$ cat src/hw/rtl/rlc_pkg.sv
// rlc_pkg: widths, coefficients, config codes and the counts-per-lux table
// for the RGBC lux calculator. No dependencies; imported by every rlc module.
`default_nettype none

package rlc_pkg;

  // field and datapath widths
  localparam int IN_W   = 16;  // raw channel count
  localparam int SEL_W  = 2;   // config select codes
  localparam int COL_W  = 18;  // IR-corrected colour, signed
  localparam int SUM_W  = 29;  // weighted sum, signed
  localparam int DVD_W  = 28;  // positive weighted sum, unsigned dividend
  localparam int CPL_W  = 18;  // counts per lux
  localparam int REM_W  = CPL_W;
  localparam int LUX_W  = 21;
  localparam int CFG_IDX_W = 2;

  localparam logic [LUX_W-1:0] LUX_MAX = {LUX_W{1'b1}};

  // colour weights
  localparam logic signed [SUM_W-1:0] COEF_RED   = -29'sd97;
  localparam logic signed [SUM_W-1:0] COEF_GREEN = 29'sd1000;
  localparam logic signed [SUM_W-1:0] COEF_BLUE  = -29'sd482;

  // configuration register indexes
  localparam logic [CFG_IDX_W-1:0] CFG_IDX_ITIME = 2'd0;
  localparam logic [CFG_IDX_W-1:0] CFG_IDX_GAIN  = 2'd1;

  // reset codes: 12 ms, 1x
  localparam logic [SEL_W-1:0] ITIME_RST = 2'd0;
  localparam logic [SEL_W-1:0] GAIN_RST  = 2'd0;

  // (itime_ms * 1000 * gain) / 127, indexed {itime, gain};
  // the unused itime code repeats the 400 ms row
  localparam logic [CPL_W-1:0] CPL_TABLE [16] = '{
    18'd94,     18'd377,    18'd1511,   18'd6047,
    18'd787,    18'd3149,   18'd12598,  18'd50393,
    18'd3149,   18'd12598,  18'd50393,  18'd201574,
    18'd3149,   18'd12598,  18'd50393,  18'd201574
  };

  // one beat moving down the divider row
  typedef struct packed {
    logic [REM_W-1:0] rem;  // partial remainder
    logic [DVD_W-1:0] dq;   // dividend bits left, quotient bits shifted in
  } rlc_div_t;

  function automatic logic [CPL_W-1:0] rlc_cpl(input logic [SEL_W-1:0] itime,
                                              input logic [SEL_W-1:0] gain);
    return CPL_TABLE[{itime, gain}];
  endfunction

endpackage

`default_nettype wire

$ cat src/hw/rtl/rlc_front.sv
// rlc_front: IR removal, weighting and clamp, three registered stages.
// Depends on rlc_pkg; feeds the divider row.
`default_nettype none

module rlc_front
  import rlc_pkg::*;
(
  input  wire logic             clk,
  input  wire logic             rst_n,
  input  wire logic             up_valid,
  output      logic             up_stall,
  input  wire logic [IN_W-1:0]  red_count,
  input  wire logic [IN_W-1:0]  green_count,
  input  wire logic [IN_W-1:0]  blue_count,
  input  wire logic [IN_W-1:0]  clear_count,
  output      logic             dn_valid,
  output      logic [DVD_W-1:0] dn_dividend,
  input  wire logic             dn_stall
);

  logic                    va_r, vb_r, vc_r;
  logic                    hold_a, hold_b, hold_c;
  logic [IN_W+1:0]         rgb_sum;
  logic signed [IN_W+2:0]  diff;
  logic signed [COL_W-1:0] ir;
  logic signed [COL_W-1:0] rp_r, gp_r, bp_r;
  logic signed [COL_W-1:0] rp_nxt, gp_nxt, bp_nxt;
  logic signed [SUM_W-1:0] pr_r, pg_r, pb_r;
  logic signed [SUM_W-1:0] wsum;
  logic [DVD_W-1:0]        dvd_r, dvd_nxt;

  // a stage holds when it is full and the next one holds
  assign hold_c   = vc_r & dn_stall;
  assign hold_b   = vb_r & hold_c;
  assign hold_a   = va_r & hold_b;
  assign up_stall = hold_a;

  // stage A: IR = floor((R+G+B-C)/2), removed from each colour
  always_comb begin
    rgb_sum = {2'b00, red_count} + {2'b00, green_count} + {2'b00, blue_count};
    diff    = $signed({1'b0, rgb_sum}) - $signed({3'b000, clear_count});
    ir      = diff[IN_W+2:1];
    rp_nxt  = $signed({2'b00, red_count})   - ir;
    gp_nxt  = $signed({2'b00, green_count}) - ir;
    bp_nxt  = $signed({2'b00, blue_count})  - ir;
  end

  // stage C input: weighted sum, negative or zero clamps to zero
  always_comb begin
    wsum    = pr_r + pg_r + pb_r;
    dvd_nxt = (wsum > 0) ? wsum[DVD_W-1:0] : '0;
  end

  // valid bits
  always_ff @(posedge clk) begin
    if (!rst_n) begin
      va_r <= 1'b0;
      vb_r <= 1'b0;
      vc_r <= 1'b0;
    end else begin
      if (!hold_a) va_r <= up_valid;
      if (!hold_b) vb_r <= va_r;
      if (!hold_c) vc_r <= vb_r;
    end
  end

  // payload
  always_ff @(posedge clk) begin
    if (!hold_a) begin
      rp_r <= rp_nxt;
      gp_r <= gp_nxt;
      bp_r <= bp_nxt;
    end
    // stage B: one constant product per colour
    if (!hold_b) begin
      pr_r <= SUM_W'(rp_r) * COEF_RED;
      pg_r <= SUM_W'(gp_r) * COEF_GREEN;
      pb_r <= SUM_W'(bp_r) * COEF_BLUE;
    end
    if (!hold_c) dvd_r <= dvd_nxt;
  end

  assign dn_valid    = vc_r;
  assign dn_dividend = dvd_r;

endmodule

`default_nettype wire

$ cat src/hw/rtl/rlc_div_cell.sv
// rlc_div_cell: one restoring-division cell, resolves one quotient bit.
// Depends on rlc_pkg (rlc_div_t); chained DVD_W deep in the top level.
`default_nettype none

module rlc_div_cell
  import rlc_pkg::*;
(
  input  wire logic             clk,
  input  wire logic             rst_n,
  input  wire logic [CPL_W-1:0] divisor,
  input  wire logic             up_valid,
  input  wire rlc_div_t         up_data,
  output      logic             up_stall,
  output      logic             dn_valid,
  output      rlc_div_t         dn_data,
  input  wire logic             dn_stall
);

  logic             valid_r;
  rlc_div_t         data_r, data_nxt;
  logic             hold;
  logic [REM_W:0]   rem_sh;
  logic [REM_W+1:0] trial;
  logic             fits;

  assign hold     = valid_r & dn_stall;
  assign up_stall = hold;

  // shift in next dividend bit, subtract divisor if it fits
  always_comb begin
    rem_sh        = {up_data.rem, up_data.dq[DVD_W-1]};
    trial         = {1'b0, rem_sh} - {2'b00, divisor};
    fits          = ~trial[REM_W+1];
    data_nxt.rem  = fits ? trial[REM_W-1:0] : rem_sh[REM_W-1:0];
    data_nxt.dq   = {up_data.dq[DVD_W-2:0], fits};
  end

  always_ff @(posedge clk) begin
    if (!rst_n) begin
      valid_r <= 1'b0;
    end else if (!hold) begin
      valid_r <= up_valid;
    end
  end

  always_ff @(posedge clk) begin
    if (!hold) data_r <= data_nxt;
  end

  assign dn_valid = valid_r;
  assign dn_data  = data_r;

endmodule

`default_nettype wire

$ cat src/hw/rtl/rgbc_lux_calculator.sv
//  channel | ports                                   | direction
//  --------+-----------------------------------------+----------
//  in      | in_valid, in_stall, in_*_count          | sink
//  out     | out_valid, out_stall, out_lux_value     | source
//  cfg     | cfg_we, cfg_index, cfg_data             | sink
//
// One beat per cycle in and out while out is not stalled; the path is 3 front
// stages, 28 divider cells (one quotient bit each) and the output register.
// Reset is synchronous: empties the pipe and loads 12 ms, 1x (cpl 94).
// A stall on out holds each full stage back to the first bubble; bubbles are squeezed out.
// Depends on rlc_pkg, rlc_front, rlc_div_cell.
`default_nettype none

module rgbc_lux_calculator
  import rlc_pkg::*;
(
  input  wire logic                 clk,
  input  wire logic                 rst_n,
  input  wire logic                 cfg_we,
  input  wire logic [CFG_IDX_W-1:0] cfg_index,
  input  wire logic [SEL_W-1:0]     cfg_data,
  input  wire logic                 in_valid,
  output      logic                 in_stall,
  input  wire logic [IN_W-1:0]      in_red_count,
  input  wire logic [IN_W-1:0]      in_green_count,
  input  wire logic [IN_W-1:0]      in_blue_count,
  input  wire logic [IN_W-1:0]      in_clear_count,
  output      logic                 out_valid,
  input  wire logic                 out_stall,
  output      logic [LUX_W-1:0]     out_lux_value
);

  logic [SEL_W-1:0] itime_r, itime_nxt;
  logic [SEL_W-1:0] gain_r, gain_nxt;
  logic [CPL_W-1:0] cpl_r;

  logic             front_valid;
  logic [DVD_W-1:0] front_dividend;
  logic             front_stall;

  logic             cell_valid [DVD_W+1];
  rlc_div_t         cell_data  [DVD_W+1];
  logic             cell_stall [DVD_W+1];

  logic             out_valid_r;
  logic [LUX_W-1:0] lux_r, lux_nxt;
  logic             out_hold;
  logic [DVD_W-1:0] quot;

  // configuration registers, counts-per-lux follows every write
  always_comb begin
    itime_nxt = itime_r;
    gain_nxt  = gain_r;
    if (cfg_we) begin
      case (cfg_index)
        CFG_IDX_ITIME: itime_nxt = cfg_data;
        CFG_IDX_GAIN:  gain_nxt  = cfg_data;
        default: ;
      endcase
    end
  end

  always_ff @(posedge clk) begin
    if (!rst_n) begin
      itime_r <= ITIME_RST;
      gain_r  <= GAIN_RST;
      cpl_r   <= rlc_cpl(ITIME_RST, GAIN_RST);
    end else begin
      itime_r <= itime_nxt;
      gain_r  <= gain_nxt;
      cpl_r   <= rlc_cpl(itime_nxt, gain_nxt);
    end
  end

  // IR removal and weighted sum
  rlc_front u_front (
    .clk         (clk),
    .rst_n       (rst_n),
    .up_valid    (in_valid),
    .up_stall    (in_stall),
    .red_count   (in_red_count),
    .green_count (in_green_count),
    .blue_count  (in_blue_count),
    .clear_count (in_clear_count),
    .dn_valid    (front_valid),
    .dn_dividend (front_dividend),
    .dn_stall    (front_stall)
  );

  // divider row head
  assign cell_valid[0]    = front_valid;
  assign cell_data[0].rem = '0;
  assign cell_data[0].dq  = front_dividend;
  assign front_stall      = cell_stall[0];

  for (genvar i = 0; i < DVD_W; i++) begin : g_cell
    rlc_div_cell u_cell (
      .clk      (clk),
      .rst_n    (rst_n),
      .divisor  (cpl_r),
      .up_valid (cell_valid[i]),
      .up_data  (cell_data[i]),
      .up_stall (cell_stall[i]),
      .dn_valid (cell_valid[i+1]),
      .dn_data  (cell_data[i+1]),
      .dn_stall (cell_stall[i+1])
    );
  end

  // output register with saturation
  assign out_hold          = out_valid_r & out_stall;
  assign cell_stall[DVD_W] = out_hold;
  assign quot              = cell_data[DVD_W].dq;
  assign lux_nxt           = (|quot[DVD_W-1:LUX_W]) ? LUX_MAX : quot[LUX_W-1:0];

  always_ff @(posedge clk) begin
    if (!rst_n) begin
      out_valid_r <= 1'b0;
    end else if (!out_hold) begin
      out_valid_r <= cell_valid[DVD_W];
    end
  end

  always_ff @(posedge clk) begin
    if (!out_hold) lux_r <= lux_nxt;
  end

  assign out_valid     = out_valid_r;
  assign out_lux_value = lux_r;

`ifndef SYNTH
  // divisor always matches the stored selects
  a_cpl_consistent: assert property (@(posedge clk) disable iff (!rst_n)
    cpl_r == rlc_cpl(itime_r, gain_r))
    else $error("counts_per_lux out of step with config");

  // back-pressure only originates at the output
  a_stall_source: assert property (@(posedge clk) disable iff (!rst_n)
    in_stall |-> (out_valid_r && out_stall))
    else $error("input stalled without output stall");

  // a finished quotient reaches the output register
  a_last_cell_moves: assert property (@(posedge clk) disable iff (!rst_n)
    (cell_valid[DVD_W] && !out_hold) |=> out_valid_r)
    else $error("divider result dropped");

  // output drains when taken and nothing follows
  a_out_drains: assert property (@(posedge clk) disable iff (!rst_n)
    (out_valid_r && !out_stall && !cell_valid[DVD_W]) |=> !out_valid_r)
    else $error("output beat repeated");
`endif

endmodule

`default_nettype wire
$ cat config.mk
export PLATFORM = sky130hd
export DESIGN_NAME = rgbc_lux_calculator
export DESIGN_NICKNAME = d
export VERILOG_FILES = /design/src/hw/rtl/rlc_pkg.sv /design/src/hw/rtl/rlc_front.sv /design/src/hw/rtl/rlc_div_cell.sv /design/src/hw/rtl/rgbc_lux_calculator.sv
export SDC_FILE = /design/constraint.sdc
export NUM_CORES = 2
export LEC_CHECK = 0
export BUFFER_PORTS_ARGS = -buffer_cell sky130_fd_sc_hd__buf_4
export CAP_MARGIN = 20
export CORE_MARGIN = 5
export CORE_UTILIZATION = 36
export DETAILED_ROUTE_END_ITERATION = 8
export GPL_TIMING_DRIVEN = 1
export PLACE_DENSITY = 0.48
export SETUP_SLACK_MARGIN = 0.3
export SLEW_MARGIN = 20
export SYNTH_ARGS = -nofsm -noshare
export SYNTH_HDL_FRONTEND = slang
export SYNTH_SLANG_ARGS = --single-unit
$ cat constraint.sdc
create_clock -name clk -period 16.9 [get_ports clk]
set_input_delay 2.535 -clock clk [delete_from_list [all_inputs] [get_ports clk]]
set_output_delay 2.535 -clock clk [all_outputs]
set_load 0.05 [all_outputs]
# Word-level counts from Yosys, hierarchy flattened
# Memories as Yosys holds them, arrays and structs flattened. A register that Yosys moved wholly into a read port is not among the register bits.
# Index checks and enable logic that the tools add are counted.
op_classes:
  addsub: 36
  multipliers: 3
  magnitude_cmp: 1
  eq_ne: 1
  muxes: 31
  n_bitwise: 61
  reduce_logical: 3
op_table:
  columns: ["op", "count"]
  rows:
  - ["19-bit by 18-bit subtractor with 20-bit output", 27]
  - ["18-bit 2-to-1 mux", 26]
  - ["29-bit adder", 2]
  - ["17-bit by 18-bit subtractor with 18-bit output", 3]
  - ["18-bit by 8-bit multiplier with 26-bit output, second input constant", 2]
  - ["1-bit bitwise AND", 32]
  - ["29-bit by 1-bit > comparator with 1-bit output, second input constant", 1]
  - ["1-bit NOT", 28]
  - ["18-bit by 9-bit multiplier with 27-bit output, second input constant", 1]
  - ["1-bit by 18-bit subtractor with 19-bit output", 1]
  - ["18-bit by 16-bit subtractor with 19-bit output", 1]
  - ["18-bit by 16-bit adder with 18-bit output", 1]
  - ["16-bit by 16-bit adder with 17-bit output", 1]
  - ["2-bit 2-to-1 mux", 4]
  - ["7-bit OR reduction", 1]
  - ["4-bit NOT with 5-bit output", 1]
  - ["2-bit by 1-bit equality test with 1-bit output, second input constant", 1]
  - ["2-bit logical NOT", 1]
  - ["1-bit logical NOT", 1]
  - ["1-bit 2-to-1 mux", 1]
word_totals:
  ff_bits: 1492
  rom_bits: 288
  out_inout_bits: 23
  memories: 1
mem_list:
  columns: ["memory", "depth", "width", "read_ports", "rd_ports_with_merged_regs", "wr", "line", "text"]
  rows:
  - ["(name not given)", 16, 18, 1, 1, 0, "rlc_pkg.sv:50", "return CPL_TABLE[{itime, gain}];"]

# Logic depth before layout (Yosys ltp)
logic_depth:
  depth_word: 32
  ltp_mapped: 30
  depth_no_buf: 30

# Modules after synthesis
# Synthesis repeated with hierarchy kept, for this count alone.
unflattened:
  hier_cells: 8383
  hier_area_um2: 97444.7
modules_own_cells:
  columns: ["mod", "n_inst", "cells_each", "area_each_um2"]
  rows:
  - ["rlc_div_cell at g_cell[11].u_cell ...", 16, 222, 2636.3]
  - ["rlc_div_cell at g_cell[0].u_cell ...", 10, 232, 2778.9]
  - ["rlc_front", 1, 1908, 20218.1]
  - ["rlc_div_cell at g_cell[8].u_cell ...", 2, 228, 2742.6]
  - ["rgbc_lux_calculator", 1, 147, 1771.7]

# Worst setup path before layout
# Ideal clock, no wire load.
synth_timing:
  path_type: "in2out"
  from: "input port out_stall"
  to: "output port in_stall"
  t_arrival_ns: 7.141
  path_slack_ns: 7.224
  cell_stages: 10
  path_buffers: 0
  path_cell_list: "and3_1 and3_1 and4_1 and3_1 inv_1 nor3_2 and3_1 and3_1 nand3_1 inv_1"
synth_between:
  elab_chain_len: 32
synth_lines:
  columns: ["item", "line", "text"]
  rows:
  - ["from (decl)", "rgbc_lux_calculator.sv:29", "input wire logic out_stall,"]
  - ["1-bit bitwise AND", "rgbc_lux_calculator.sv:111", "assign out_hold = out_valid_r & out_stall;"]
  - ["1-bit bitwise AND (28 in series)", "rlc_div_cell.sv:26", "assign hold = valid_r & dn_stall;"]
  - ["1-bit bitwise AND", "rlc_front.sv:33", "assign hold_c = vc_r & dn_stall;"]
  - ["1-bit bitwise AND", "rlc_front.sv:34", "assign hold_b = vb_r & hold_c;"]
  - ["1-bit bitwise AND", "rlc_front.sv:35", "assign hold_a = va_r & hold_b;"]
  - ["to (decl)", "rgbc_lux_calculator.sv:23", "output logic in_stall,"]
# No other way between the ends.

# Final worst setup path
# Same ends and word-level chain as after synthesis.

==> run summary <==
* clkbuf_16 — Clk Tree Root Cell
* finished clean — run status
* false — unrepaired setup endpoints after global routing
* edfxtp_1, ha_1, nor2_1 — commonest cells after routing, fill and taps aside
* 12.7% — Layout Area Growth over Synthesis
* 0 ps — Post-Route Setup TNS
* 172 — total clock buffers created by CTS
* 0 — total gr overflow
* reg2reg — worst min-delay path category
* 112 MHz — f_max
* 53.0% — fin crit share
* 249000 µm² — Die ar.
* 0 — count of antenna-violating nets left after detailed routing
* 2.05% — multiplexer area fraction after synthesis
* 5.00 — drt via density
* 8950 ps — shortest period the worst path allows
* 28.3% — worst max-slew margin expressed relative to the limit
* 0 — max-slew violation count
* and3_1 — Slowest-stage cell, CP
* 179 — row count
* 4.84% — parity-gate share of the synthesized area counting xor and xnor cells
* 22.4k — fillers
* 86300 µm² — Mapped Area
* 6420 ps — Worst EP arrival
* 55.1k — number of global-route vias before repair
* 95 — number of port buffers
* 1504 — clock sink total
* 0 — Resized Gates After CTS
* 0 — postcts setup bufs
* 17.8% — adder-cell share of the synthesized area
* 7149 — number of standard cells after synthesis
* edfxtp_1 — predominant post-synthesis flop cell
* 2578 — number of DRC markers in iteration 0
* 830 ps — clock insertion delay at the later pin of the skew report
* 51.8% — share of the yosys chip area belonging to registers
* 0.861 — placer congestion estimate
* 499 µm — horizontal die dimension
* 499 µm — die boundary height
* 308000 µm — global-route wire length before repair
* 60 ps — clock slew seen by the registers of the worst setup and hold paths
* buf_4 -> and3_1 -> and3_1 -> and4_1 -> and3_1 -> inv_2 -> buf_4 -> nor3_2 -> and3_1 -> and3_1 -> nand3_2 -> buf_4 -> inv_1 -> buf_4 — cells along the critical path
* 96 — number of primary I/O pins
* and3_1 — most prevalent standard cell on the critical path
* 148000 µm — DPL Wire Length
* 11.7% — compound-cell area share of the yosys netlist
* 0 — Final Hold Fails
* 15.7% — all-layer global routing usage
* 1070 ps — worst-margin pin slew
* yes — TritonCTS clock tree
* in2out — startpoint-to-endpoint class of the critical path
* 0 — cell depth of the worst min-delay path
* 1452 — number of flops mapped to enable cells by yosys
* 4 — H-Tree Depth
* 0 — number of buffers added to fix hold violations after cts
* 0 — number of synthesis warnings
* 18.3 µm — detail-routed net length per standard cell
* 14370 ps — required time at the worst-slack endpoint
* edfxtp_1 — leading area contributor after synthesis
* 1504 — post-synthesis register bit count
* 36.2% — initial core utilization
* edfxtp_1 — most common library cell in the layout ignoring fill and taps
* primary output — Crit. End Element
* 53.6k — total number of vias
* 10820 ps — setup slack of the most critical reg-to-reg path
* primary input — kind of start point of the critical path
* edfxtp_1, ha_1, fa_1 — top post-synthesis cells by area
* 9.15% — simple-gate portion of the synthesized area
* 55 — Max FO, Critical Path
* 238000 µm² — core outline area
* 50.6% — top cell type's share of synthesized area
* 8567 — Post-layout nets
* 3 — Longest Clk Path Bufs
* 5 — number of iterations in the first detailed-routing pass
* 0 — Remaining DRCs
* 9.40% — share of layout cells above drive strength 1
* 16 — Worst Reg-to-Reg Cells
* 76 — Yosys cell types
* 460 ps — worst stage delay on the critical path
* 0 — # setup viols final
* 80 — largest net degree at the start of global routing
* 197000 µm — wire length after detailed routing
* adder cells — main combinational cell family by area after synthesis
* 0 — max-cap viol count
* 0% — Synth async-reset ratio
* 12.1 µm² — Post-Syn Area per Cell
* 39.7 ps — Worst Skew
* 4 — number of antenna violations at the first check in global routing
kinds of logic after synthesis:
logic type / count (synthesis)
other cells: 1
buf+inv: 610
fa+ha+maj: 1085
simple gates: 1690
xor+xnor: 477
compound gates: 1624
mux: 158
flops: 1504
cells in the mapped netlist (90+ instances only):
| library cell | instances |
|---|---|
| a21o_1 | 162 |
| xnor2_1 | 289 |
| nand2_1 | 219 |
| inv_1 | 518 |
| ha_1 | 840 |
| nor2b_1 | 99 |
| fa_1 | 243 |
| nor3_1 | 166 |
| xor2_1 | 188 |
| a21oi_1 | 673 |
| nand2b_1 | 93 |
| o21ai_0 | 245 |
| edfxtp_1 | 1452 |
| a211oi_1 | 90 |
| nor2_1 | 763 |
| mux2_2 | 151 |
| o21a_1 | 121 |
area by class of cell:
| class | count | area [µm²] | area share [%] |
|---|---|---|---|
| tap | 3167 | 3960 | 4.08 |
| sequential | 1504 | 44600 | 45.9 |
| timing repair buffer | 171 | 1320 | 1.35 |
| antenna | 12 | 30.0 | 0.0309 |
| inverter | 520 | 1950 | 2.01 |
| clock buffer | 218 | 4570 | 4.70 |
| multi-input combinational | 5042 | 39500 | 40.7 |
| clock inverter | 97 | 1200 | 1.23 |
through the flow:
step	hold slack, ps	setup slack [ps]	area (µm²)	utilization (%)	instances
floorplan	400	7220	86300	-	7156
global placement	400	7900	91400	38.4	10400
detailed placement	405	7850	91400	38.4	10400
CTS	386	7910	97100	40.8	10700
global route	403	7660	97200	40.8	10700
finish	398	7950	97200	40.8	10700
critical path, delay by kind of cell:
family / cells / cell delay [ps]
buffers and inverters: 6 / 1220
AND/OR/NAND/NOR: 8 / 2570
path summary, 6_finish.rpt:
check | endpoint | from
worst max register to register | u_front.pr_r[24] | u_front.rp_r[6]
worst min-delay path | g_cell[11].u_cell.dn_data[14] | g_cell[10].u_cell.dn_data[13]
worst min register to register | g_cell[11].u_cell.dn_data[14] | g_cell[10].u_cell.dn_data[13]
worst max-delay path | in_stall | out_stall
layer usage:
metal / wire (µm) / global-route usage [%] / part of all wire [%]
met5: 0 / 0 / 0
met3: 4850 / 1.96 / 2.5
met4: 5700 / 4.90 / 2.9
met1: 80400 / 17.9 / 41
met2: 106000 / 30.2 / 54
flip-flops by register name (all words and copies together), names as in the netlist, 2 cells and up:
name,cells
g_cell.u_cell.dn_data,1270
out_lux_value,21
u_front.pg_r,26
gain_r,2
u_front.rp_r,18
u_front.pb_r,27
u_front.gp_r,18
u_front.dn_dividend,28
u_front.pr_r,26
g_cell.u_cell.dn_valid,28
itime_r,2
u_front.bp_r,18
cpl_r,16
Power is not shown: default switching activity piles up to over one toggle a cycle in this logic, so the estimate is an artifact.
